File: config.mk
export PLATFORM = sky130hd
export DESIGN_NAME = stun_fingerprint_attr_scan_core
export DESIGN_NICKNAME = d
export VERILOG_FILES = /design/src/hdl/sfas_pkg.sv /design/src/hdl/stun_fingerprint_attr_scan_core.sv /design/src/hdl/sfas_front.sv /design/src/hdl/sfas_queue.sv /design/src/hdl/sfas_back.sv
export SDC_FILE = /design/constraint.sdc
export NUM_CORES = 1
export LEC_CHECK = 0
export CORE_MARGIN = 4
export CORE_UTILIZATION = 60
export CTS_BUF_LIST = sky130_fd_sc_hd__clkbuf_16
export CTS_CLUSTER_DIAMETER = 200
export CTS_CLUSTER_SIZE = 40
export DETAILED_ROUTE_END_ITERATION = 8
export DONT_BUFFER_PORTS = 1
export PLACE_DENSITY = 0.76
export SETUP_SLACK_MARGIN = 0.5
export SLEW_MARGIN = 20
export SYNTH_ARGS = -nofsm -noshare
export SYNTH_HDL_FRONTEND = slang
export SYNTH_SLANG_ARGS = --single-unit
File: constraint.sdc
create_clock -name i_clk -period 5.35 [get_ports i_clk]
set_clock_uncertainty 0.1 [all_clocks]
set_input_delay 0.2675 -clock i_clk [delete_from_list [all_inputs] [get_ports i_clk]]
set_output_delay 0.2675 -clock i_clk [all_outputs]
set_load 0.02 [all_outputs]
File: src/hdl/sfas_pkg.sv
package sfas_pkg;

    localparam int unsigned HEADER_BYTES = 20;
    localparam int unsigned POS_W        = 17;

    localparam logic [POS_W-1:0] POS_MAX    = 17'h1FFFF;
    localparam logic [POS_W-1:0] POS_HEADER = 17'(HEADER_BYTES);
    localparam logic [31:0]      FP_XOR     = 32'h5354554E;
    localparam logic [31:0]      CRC_POLY   = 32'hEDB88320;
    localparam logic [31:0]      CRC_INIT   = 32'hFFFFFFFF;

    localparam int unsigned CFG_IDX_W  = 2;
    localparam int unsigned CFG_DATA_W = 16;

    localparam logic [CFG_IDX_W-1:0] CFG_COMPLETE_MODE    = 2'd0;
    localparam logic [CFG_IDX_W-1:0] CFG_SEARCH_TYPE      = 2'd1;
    localparam logic [CFG_IDX_W-1:0] CFG_FINGERPRINT_TYPE = 2'd2;

    localparam logic [15:0] RST_SEARCH_TYPE      = 16'd8;
    localparam logic [15:0] RST_FINGERPRINT_TYPE = 16'h8028;

    typedef struct packed {
        logic [7:0] data_byte;
        logic       last_byte;
    } t_in_item;

    typedef struct packed {
        logic [31:0]      fingerprint_value;
        logic [POS_W-1:0] search_offset;
        logic [POS_W-1:0] fingerprint_offset;
    } t_out_item;

    typedef struct packed {
        logic [7:0]       data_byte;
        logic             last_byte;
        logic [POS_W-1:0] pos;
    } t_q_item;

    typedef struct packed {
        logic        complete_mode;
        logic [15:0] search_type;
        logic [15:0] fingerprint_type;
    } t_cfg;

    function automatic logic [31:0] crc_byte(input logic [31:0] crc_in, input logic [7:0] b);
        logic [31:0] c;
        c = crc_in ^ {24'd0, b};
        for (int k = 0; k < 8; k++) begin
            c = c[0] ? ((c >> 1) ^ CRC_POLY) : (c >> 1);
        end
        return c;
    endfunction

endpackage

File: src/hdl/stun_fingerprint_attr_scan_core.sv
// STUN message scanner: FINGERPRINT CRC-32 and attribute offset search.
// Input channel: one message byte per transfer (data_byte, last_byte), with
// i_in_valid / o_in_stall. Output channel: one result per message on the
// transfer after the byte marked last_byte, with o_out_valid / i_out_stall.
// Configuration: i_cfg_we, i_cfg_idx, i_cfg_wdata; write only while idle.
// Throughput: one byte per cycle while the queue is not full, set by the
// byte-wide CRC step and the attribute header compare/add in the back end.
// Timing: the last byte is written into the queue, and the result is
// registered when the back end pops it, after any bytes waiting ahead of it.
// A front end counts byte positions and pushes bytes into a DEPTH-entry queue;
// the back end walks the header and attributes and runs the CRC.
// When the receiver stalls, the result is held in the output register and the
// back end keeps consuming bytes until it reaches the next last byte; the
// queue then fills and o_in_stall rises.
// Reset (synchronous, active low) empties the queue, drops any pending result,
// clears the per-message state and restores the register defaults.
module stun_fingerprint_attr_scan_core #(
    parameter int unsigned DEPTH = 4
) (
    input  logic                              i_clk,
    input  logic                              i_rst_n,
    input  logic                              i_in_valid,
    output logic                              o_in_stall,
    input  sfas_pkg::t_in_item                i_in,
    output logic                              o_out_valid,
    input  logic                              i_out_stall,
    output sfas_pkg::t_out_item               o_out,
    input  logic                              i_cfg_we,
    input  logic [sfas_pkg::CFG_IDX_W-1:0]    i_cfg_idx,
    input  logic [sfas_pkg::CFG_DATA_W-1:0]   i_cfg_wdata
);

    sfas_pkg::t_cfg    r_cfg;
    sfas_pkg::t_q_item w_push_item;
    sfas_pkg::t_q_item w_pop_item;
    logic              w_push;
    logic              w_pop;
    logic              w_q_full;
    logic              w_q_valid;

    always_ff @(posedge i_clk) begin
        if (!i_rst_n) begin
            r_cfg.complete_mode    <= 1'b1;
            r_cfg.search_type      <= sfas_pkg::RST_SEARCH_TYPE;
            r_cfg.fingerprint_type <= sfas_pkg::RST_FINGERPRINT_TYPE;
        end else if (i_cfg_we) begin
            case (i_cfg_idx)
                sfas_pkg::CFG_COMPLETE_MODE:    r_cfg.complete_mode    <= i_cfg_wdata[0];
                sfas_pkg::CFG_SEARCH_TYPE:      r_cfg.search_type      <= i_cfg_wdata;
                sfas_pkg::CFG_FINGERPRINT_TYPE: r_cfg.fingerprint_type <= i_cfg_wdata;
                default: ;
            endcase
        end
    end

    sfas_front u_front (
        .i_clk      (i_clk),
        .i_rst_n    (i_rst_n),
        .i_in_valid (i_in_valid),
        .o_in_stall (o_in_stall),
        .i_in       (i_in),
        .i_q_full   (w_q_full),
        .o_push     (w_push),
        .o_item     (w_push_item)
    );

    sfas_queue #(
        .DEPTH (DEPTH)
    ) u_queue (
        .i_clk   (i_clk),
        .i_rst_n (i_rst_n),
        .i_push  (w_push),
        .i_item  (w_push_item),
        .o_full  (w_q_full),
        .i_pop   (w_pop),
        .o_valid (w_q_valid),
        .o_item  (w_pop_item)
    );

    sfas_back u_back (
        .i_clk       (i_clk),
        .i_rst_n     (i_rst_n),
        .i_q_valid   (w_q_valid),
        .i_q_item    (w_pop_item),
        .o_q_pop     (w_pop),
        .i_cfg       (r_cfg),
        .o_out_valid (o_out_valid),
        .i_out_stall (i_out_stall),
        .o_out       (o_out)
    );

    a_pop_needs_data: assert property (@(posedge i_clk) disable iff (!i_rst_n)
        w_pop |-> w_q_valid)
        else $error("queue popped while empty");

    a_no_push_when_full: assert property (@(posedge i_clk) disable iff (!i_rst_n)
        w_q_full |-> !w_push)
        else $error("queue pushed while full");

    a_search_off_range: assert property (@(posedge i_clk) disable iff (!i_rst_n)
        (o_out_valid && o_out.search_offset != '0) |->
        (o_out.search_offset >= sfas_pkg::POS_HEADER))
        else $error("search offset inside header");

    a_fp_off_range: assert property (@(posedge i_clk) disable iff (!i_rst_n)
        (o_out_valid && o_out.fingerprint_offset != '0) |->
        (o_out.fingerprint_offset >= sfas_pkg::POS_HEADER))
        else $error("fingerprint offset inside header");

endmodule

File: src/hdl/sfas_front.sv
module sfas_front (
    input  logic              i_clk,
    input  logic              i_rst_n,
    input  logic              i_in_valid,
    output logic              o_in_stall,
    input  sfas_pkg::t_in_item i_in,
    input  logic              i_q_full,
    output logic              o_push,
    output sfas_pkg::t_q_item o_item
);

    logic [sfas_pkg::POS_W-1:0] r_pos;
    logic [sfas_pkg::POS_W-1:0] n_pos;

    assign o_in_stall = i_q_full;
    assign o_push     = i_in_valid && !i_q_full;

    always_comb begin
        o_item.data_byte = i_in.data_byte;
        o_item.last_byte = i_in.last_byte;
        o_item.pos       = r_pos;
    end

    always_comb begin
        n_pos = r_pos;
        if (o_push) begin
            if (i_in.last_byte) begin
                n_pos = '0;
            end else if (r_pos != sfas_pkg::POS_MAX) begin
                n_pos = r_pos + 1'b1;
            end
        end
    end

    always_ff @(posedge i_clk) begin
        if (!i_rst_n) begin
            r_pos <= '0;
        end else begin
            r_pos <= n_pos;
        end
    end

endmodule

File: src/hdl/sfas_queue.sv
module sfas_queue #(
    parameter int unsigned DEPTH = 4
) (
    input  logic              i_clk,
    input  logic              i_rst_n,
    input  logic              i_push,
    input  sfas_pkg::t_q_item i_item,
    output logic              o_full,
    input  logic              i_pop,
    output logic              o_valid,
    output sfas_pkg::t_q_item o_item
);

    localparam int unsigned PTR_W = (DEPTH > 1) ? $clog2(DEPTH) : 1;
    localparam int unsigned CNT_W = $clog2(DEPTH + 1);
    localparam logic [PTR_W-1:0] PTR_LAST = PTR_W'(DEPTH - 1);
    localparam logic [CNT_W-1:0] CNT_FULL = CNT_W'(DEPTH);

    sfas_pkg::t_q_item r_mem [DEPTH];
    logic [PTR_W-1:0]  r_wr_ptr;
    logic [PTR_W-1:0]  r_rd_ptr;
    logic [CNT_W-1:0]  r_count;

    assign o_full  = (r_count == CNT_FULL);
    assign o_valid = (r_count != '0);
    assign o_item  = r_mem[r_rd_ptr];

    always_ff @(posedge i_clk) begin
        if (i_push) begin
            r_mem[r_wr_ptr] <= i_item;
        end
    end

    always_ff @(posedge i_clk) begin
        if (!i_rst_n) begin
            r_wr_ptr <= '0;
            r_rd_ptr <= '0;
            r_count  <= '0;
        end else begin
            if (i_push) begin
                r_wr_ptr <= (r_wr_ptr == PTR_LAST) ? '0 : r_wr_ptr + 1'b1;
            end
            if (i_pop) begin
                r_rd_ptr <= (r_rd_ptr == PTR_LAST) ? '0 : r_rd_ptr + 1'b1;
            end
            if (i_push && !i_pop) begin
                r_count <= r_count + 1'b1;
            end else if (i_pop && !i_push) begin
                r_count <= r_count - 1'b1;
            end
        end
    end

endmodule

File: src/hdl/sfas_back.sv
module sfas_back (
    input  logic               i_clk,
    input  logic               i_rst_n,
    input  logic               i_q_valid,
    input  sfas_pkg::t_q_item  i_q_item,
    output logic               o_q_pop,
    input  sfas_pkg::t_cfg     i_cfg,
    output logic               o_out_valid,
    input  logic               i_out_stall,
    output sfas_pkg::t_out_item o_out
);

    localparam int unsigned PW = sfas_pkg::POS_W;

    logic [15:0]   r_hdr_len,  n_hdr_len;
    logic [PW-1:0] r_nas,      n_nas;
    logic [23:0]   r_shift,    n_shift;
    logic          r_walk,     n_walk;
    logic [31:0]   r_crc,      n_crc;
    logic          r_frozen,   n_frozen;
    logic [31:0]   r_att_crc,  n_att_crc;
    logic [PW-1:0] r_found_s,  n_found_s;
    logic [PW-1:0] r_found_f,  n_found_f;
    logic          r_out_valid, n_out_valid;
    sfas_pkg::t_out_item r_out, n_out;

    logic [PW-1:0] w_pos;
    logic [7:0]    w_b;
    logic          w_start;
    logic          w_walk;
    logic          w_hdr_done;
    logic [31:0]   w_hdr;
    logic [PW-1:0] w_pad;
    logic [PW:0]   w_next;

    assign w_pos = i_q_item.pos;
    assign w_b   = i_q_item.data_byte;

    assign o_q_pop = i_q_valid && (!i_q_item.last_byte || !r_out_valid || !i_out_stall);

    assign o_out_valid = r_out_valid;
    assign o_out       = r_out;

    always_comb begin
        n_hdr_len = r_hdr_len;
        if (w_pos == PW'(2)) begin
            n_hdr_len = {w_b, r_hdr_len[7:0]};
        end else if (w_pos == PW'(3)) begin
            n_hdr_len = {r_hdr_len[15:8], w_b};
        end

        w_start = !r_walk && (w_pos == r_nas) && (w_pos >= sfas_pkg::POS_HEADER) &&
                  ((w_pos - sfas_pkg::POS_HEADER) < {1'b0, r_hdr_len});
        w_walk  = r_walk || w_start;

        n_att_crc = w_start ? r_crc : r_att_crc;
        n_crc     = r_frozen ? r_crc : sfas_pkg::crc_byte(r_crc, w_b);
        n_frozen  = r_frozen;
        n_walk    = w_walk;
        n_shift   = r_shift;
        n_nas     = r_nas;
        n_found_s = r_found_s;
        n_found_f = r_found_f;

        w_hdr      = {r_shift, w_b};
        w_hdr_done = w_walk && ((w_pos - r_nas) >= PW'(3));
        w_pad      = (PW'({1'b0, w_hdr[15:0]}) + PW'(3)) & ~PW'(3);
        w_next     = {1'b0, r_nas} + (PW+1)'(4) + {1'b0, w_pad};

        if (w_walk) begin
            n_shift = w_hdr[23:0];
            if (w_hdr_done) begin
                if (w_hdr[31:16] == i_cfg.search_type && r_found_s == '0) begin
                    n_found_s = r_nas;
                end
                if (w_hdr[31:16] == i_cfg.fingerprint_type && r_found_f == '0) begin
                    n_found_f = r_nas;
                    if (i_cfg.complete_mode && !r_frozen) begin
                        n_crc    = n_att_crc;
                        n_frozen = 1'b1;
                    end
                end
                n_nas  = w_next[PW] ? sfas_pkg::POS_MAX : w_next[PW-1:0];
                n_walk = 1'b0;
            end
        end

        n_out = r_out;
        if (i_cfg.complete_mode && n_found_f == '0) begin
            n_out.fingerprint_value = sfas_pkg::FP_XOR;
        end else begin
            n_out.fingerprint_value = ~n_crc ^ sfas_pkg::FP_XOR;
        end
        n_out.search_offset      = n_found_s;
        n_out.fingerprint_offset = n_found_f;

        n_out_valid = r_out_valid && i_out_stall;
        if (o_q_pop && i_q_item.last_byte) begin
            n_out_valid = 1'b1;
        end
    end

    always_ff @(posedge i_clk) begin
        if (o_q_pop && i_q_item.last_byte) begin
            r_out <= n_out;
        end
    end

    always_ff @(posedge i_clk) begin
        if (!i_rst_n) begin
            r_hdr_len   <= '0;
            r_nas       <= sfas_pkg::POS_HEADER;
            r_shift     <= '0;
            r_walk      <= 1'b0;
            r_crc       <= sfas_pkg::CRC_INIT;
            r_frozen    <= 1'b0;
            r_att_crc   <= sfas_pkg::CRC_INIT;
            r_found_s   <= '0;
            r_found_f   <= '0;
            r_out_valid <= 1'b0;
        end else begin
            r_out_valid <= n_out_valid;
            if (o_q_pop) begin
                if (i_q_item.last_byte) begin
                    r_hdr_len <= '0;
                    r_nas     <= sfas_pkg::POS_HEADER;
                    r_shift   <= '0;
                    r_walk    <= 1'b0;
                    r_crc     <= sfas_pkg::CRC_INIT;
                    r_frozen  <= 1'b0;
                    r_att_crc <= sfas_pkg::CRC_INIT;
                    r_found_s <= '0;
                    r_found_f <= '0;
                end else begin
                    r_hdr_len <= n_hdr_len;
                    r_nas     <= n_nas;
                    r_shift   <= n_shift;
                    r_walk    <= n_walk;
                    r_crc     <= n_crc;
                    r_frozen  <= n_frozen;
                    r_att_crc <= n_att_crc;
                    r_found_s <= n_found_s;
                    r_found_f <= n_found_f;
                end
            end
        end
    end

endmodule
==> summary.md <==
| Metric | Value |
|---|---|
| Worst setup SP type | register |
| Synth Cell Area | 0.0191 mm^2 |
| CTS Sinks | 386 |
| Setup TNS | 0 ps |
| RSZ-0062 raised after global routing | true |
| Comb pwr share | 59.2% |
| Worst hold slack | -13.6 ps |
| Hold Fails Final Rpt | 13 |
| Synth Register Bits | 386 |
| Post-Route Utilization | 71.9% |
| Drt drc | 0 |
| Share of the synthesized area in the top cell type | 26.7% |
| Area growth syn-to-layout | 18.5% |
| CTS buffer count | 13 |
| TritonRoute pass-1 iters | 6 |
| Global-route wire length before repair | 77.2 mm |
| Ys async rst share | 0% |
| Initial antenna violation count | 0 |
| P_sw | 5750 uW |
| Failing checks | negative hold slack |
| Top FF cell, synth | dfxtp_1 |
| Clock Tree Root | clkbuf_16 |
| Final WL | 51.7 mm |
| I/O Pins | 100 |
| Synthesis warning total | 0 |
| Worst Max-Slew Pin Slew | 1080 ps |
| Status | complete, but fails checks |
| Biggest area consumer among synthesized cells | edfxtp_1 |
| TritonCTS clock tree | done |
| Max Root-Sink Buffers | 3 |
| Final Max Slew Viols | 0 |
| Pin count of the biggest net entering global routing | about 110 |
| Layout Nets | 2090 |
| Iteration-0 DRC Markers | 1582 |
| Final worst path period need | 4890 ps |
| Top-count cell post-synth | dfxtp_1 |
| Post-synthesis instance total | 1831 |
| Top cells by area, synth | edfxtp_1 (27%), dfxtp_1 (23%), xnor2_1 (5.0%), ha_1 (4.6%), nand2_1 (3.9%) |
| Clock Latency Late Sink | roughly 540 ps |
| Worst Setup End Kind | register |
| Clk network pwr share | 10.2% |
| Worst Path Required | 5530 ps |
| Data arrival, critical path | 5060 ps |
| Post-DP HPWL | between 30 and 40 mm |
| Vias per cell | 6.29 |
| DR WL/cell | 21.6 um |
| Critical path class | reg2reg |
| Yosys cell types | 88 |
| N_diodes | 0 |
| Initial Utilization | 60.7% |
| Slew margin rel. | 27.3% |
| DRT antenna net count | 0 |
| CORE AREA | 0.0315 mm^2 |
| Reg power frac | between 30 and 40% |
| Setup-failing EPs final | 0 |
| Switching part of the total power | 44.1% |
| Post-synth EDFFs | between 150 and 200 |
| DIE AREA | 0.0348 mm^2 |
| H-tree depth | 1 |
| Worst min path class | in2reg |
| P_leak | 0.00857 uW |
| Avg Cell Area, Syn | 10.4 um^2 |
| Int Pwr | ~7300 uW |
| Clk pin slew, worst setup/hold paths | approximately 150 ps |
| Max Cap Viol | 0 |
| Synth top cells by count | dfxtp_1 (216), nand2_1 (197), edfxtp_1 (170) |
| Share of layout cells above drive strength 1 | 16.3% |
| Row cnt | 65 |
| Die extent in x | 186 um |
| Worst Path Max Fanout | 8 |
| PwrDens | 576 mW/mm^2 |
| Vias in the first global route | 14000 |
| VDD IR-drop max | approximately 0.78 mV |
| Fmax | 205 MHz |
| Post-synthesis sequential area ratio | 49.3% |
| PnR Total Power | 13000 uW |
| GRT Residual Overflow | 0 |
| Routability cong. | approximately 0.99 |
| Total track usage | 27.2% |
| Via Count | around 15000 |
| Port Buffers | 0 |
| Die Ht | 186 um |
| Post-synthesis net count | 1936 |
| Period utilisation layout | 91.4% |
==> cell usage in the layout (no fill, tap or decap), types with 10 or more instances in the layout <==
| cell | Yosys | final |
|---|---|---|
| nor2_1 | 132 | 122 |
| a21boi_0 | 35 | 35 |
| o21ai_0 | 41 | 25 |
| clkbuf_16 | 0 | 23 |
| buf_6 | 6 | 22 |
| a21o_1 | 36 | 35 |
| a22oi_2 | 0 | 17 |
| o221a_2 | 13 | 13 |
| a211oi_1 | 16 | 14 |
| nor2b_1 | 54 | 54 |
| nand3b_1 | 12 | 12 |
| a22oi_1 | 34 | 17 |
| xnor2_1 | 109 | 107 |
| and2_1 | 17 | 14 |
| ha_1 | 70 | 63 |
| mux4_2 | 24 | 24 |
| nand2_1 | 197 | 189 |
| buf_12 | 1 | 13 |
| nand2b_1 | 16 | 13 |
| a31oi_1 | 36 | 35 |
| and3_1 | 10 | 10 |
| o211ai_1 | 18 | 18 |
| buf_4 | 5 | 79 |
| dlygate4sd3_1 | 0 | 102 |
| o21ai_1 | 4 | 15 |
| o22ai_1 | 42 | 35 |
| mux2i_1 | 10 | 10 |
| dfxtp_1 | 216 | 214 |
| edfxtp_1 | 170 | 170 |
| xor2_1 | 33 | 33 |
| nand4_1 | 19 | 19 |
| nand3_1 | 51 | 51 |
| nor4_1 | 18 | 15 |
| o21a_1 | 24 | 21 |
| or3_1 | 21 | 20 |
| nor3_1 | 33 | 30 |
| inv_1 | 77 | 80 |
| a21oi_1 | 46 | 42 |
==> power groups by stage <==
stage               combinational (uW)  sequential (uW)  clock (uW)
floorplan                         4830             3960           0
global placement                  6260             4040           0
detailed placement                6320             4050           0
CTS                               6760             3980        1350
global route                      8240             4020        1470
finish                            7710             3990        1330
==> worst paths after layout <==
path,startpoint,to,slack (ps),cells after the start
setup / recovery,register,u_back.o_out[36],460,19
hold / removal,i_rst_n,u_front.r_pos[15],-10,2
setup reg to reg,register,u_back.o_out[36],460,19
hold reg to reg,u_back.r_found_f[0],u_back.r_found_f[0],380,2
==> flip-flops by register name, indices dropped and copies added, names as in the netlist, named ones only <==
register / count
r_cfg: 33
u_back.r_hdr_len: 16
u_back.r_nas: 16
u_back.r_found_f: 17
u_back.r_att_crc: 32
u_back.r_frozen: 1
u_queue.r_wr_ptr: 2
u_front.r_pos: 17
u_back.r_found_s: 17
u_queue.r_mem: 104
u_back.r_crc: 32
u_queue.r_count: 3
u_back.r_walk: 1
u_back.r_shift: 24
u_back.o_out: 66
u_back.o_out_valid: 1
u_queue.r_rd_ptr: 2
==> critical path, stage by stage (launching register included) <==
cell and delay [ps]:
dfxtp_4 430, buf_12 110, buf_12 100, buf_6 90, mux4_2 550, nor4_4 330, or3b_4 460, nor2_4 100
xor2_1 150, ha_1 280, a2111oi_4 350, o211ai_1 200, o311ai_4 310, buf_6 150, buf_6 90, o2111ai_2 100
o21ai_2 280, buf_6 170, clkbuf_16 170, o21ai_1 70
==> per-stage QoR <==
| step | std cells | worst slack (ps) | area, um^2 | hold slack [ps] |
|---|---|---|---|---|
| final | 2393 | 462 | 22600 | -13.6 |
| after global routing | 2393 | 300 | 22600 | 9.96 |
| after CTS | 2349 | 501 | 21500 | -233 |
| after detailed placement | 2204 | -14.0 | 19700 | 260 |
| after global placement | 2204 | 145 | 19700 | 260 |
| after floorplan | 1831 | 535 | 19100 | 266 |
==> layout make-up <==
class	instances	area (um^2)
clock buffer	13	325
clock inverter	8	42.5
fill	2090	8830
inverter	79	297
multi-input combinational	1275	9590
sequential	386	9440
tap	402	503
timing repair buffer	230	2450
==> layer usage <==
metal / vias to the layer above / share of wire (%) / track usage (%)
met5: - / 0 / 0
met4: 0 / 3.5 / 7.71
met3: 112 / 6.6 / 3.35
met2: 656 / 48 / 45.5
met1: 7356 / 42 / 37.7
li1: 6920 / - / -
==> timing repair <==
action | in CTS | in global routing
gates cloned | 3 | 15
gates resized for setup | 33 | 148
buffers inserted | 20 | 28
hold buffers | 101 | 1
pin swaps | 12 | 83
endpoints found under the setup margin | 206 | 206
hold endpoints to repair | 140 | 28
==> cell families after synthesis <==
| family | after synthesis | share of synthesized area (%) |
|---|---|---|
| AOI/OAI and AO/OA | 398 | 14.9 |
| xor gates and xnor gates | 151 | 7.45 |
| adders and majority gates | 73 | 4.90 |
| buffers and inverters | 170 | 3.94 |
| DFF | 386 | 49.3 |
| muxes | 38 | 3.59 |
| and+or+nand+nor | 615 | 15.9 |
(Power assumes the default switching activity.)
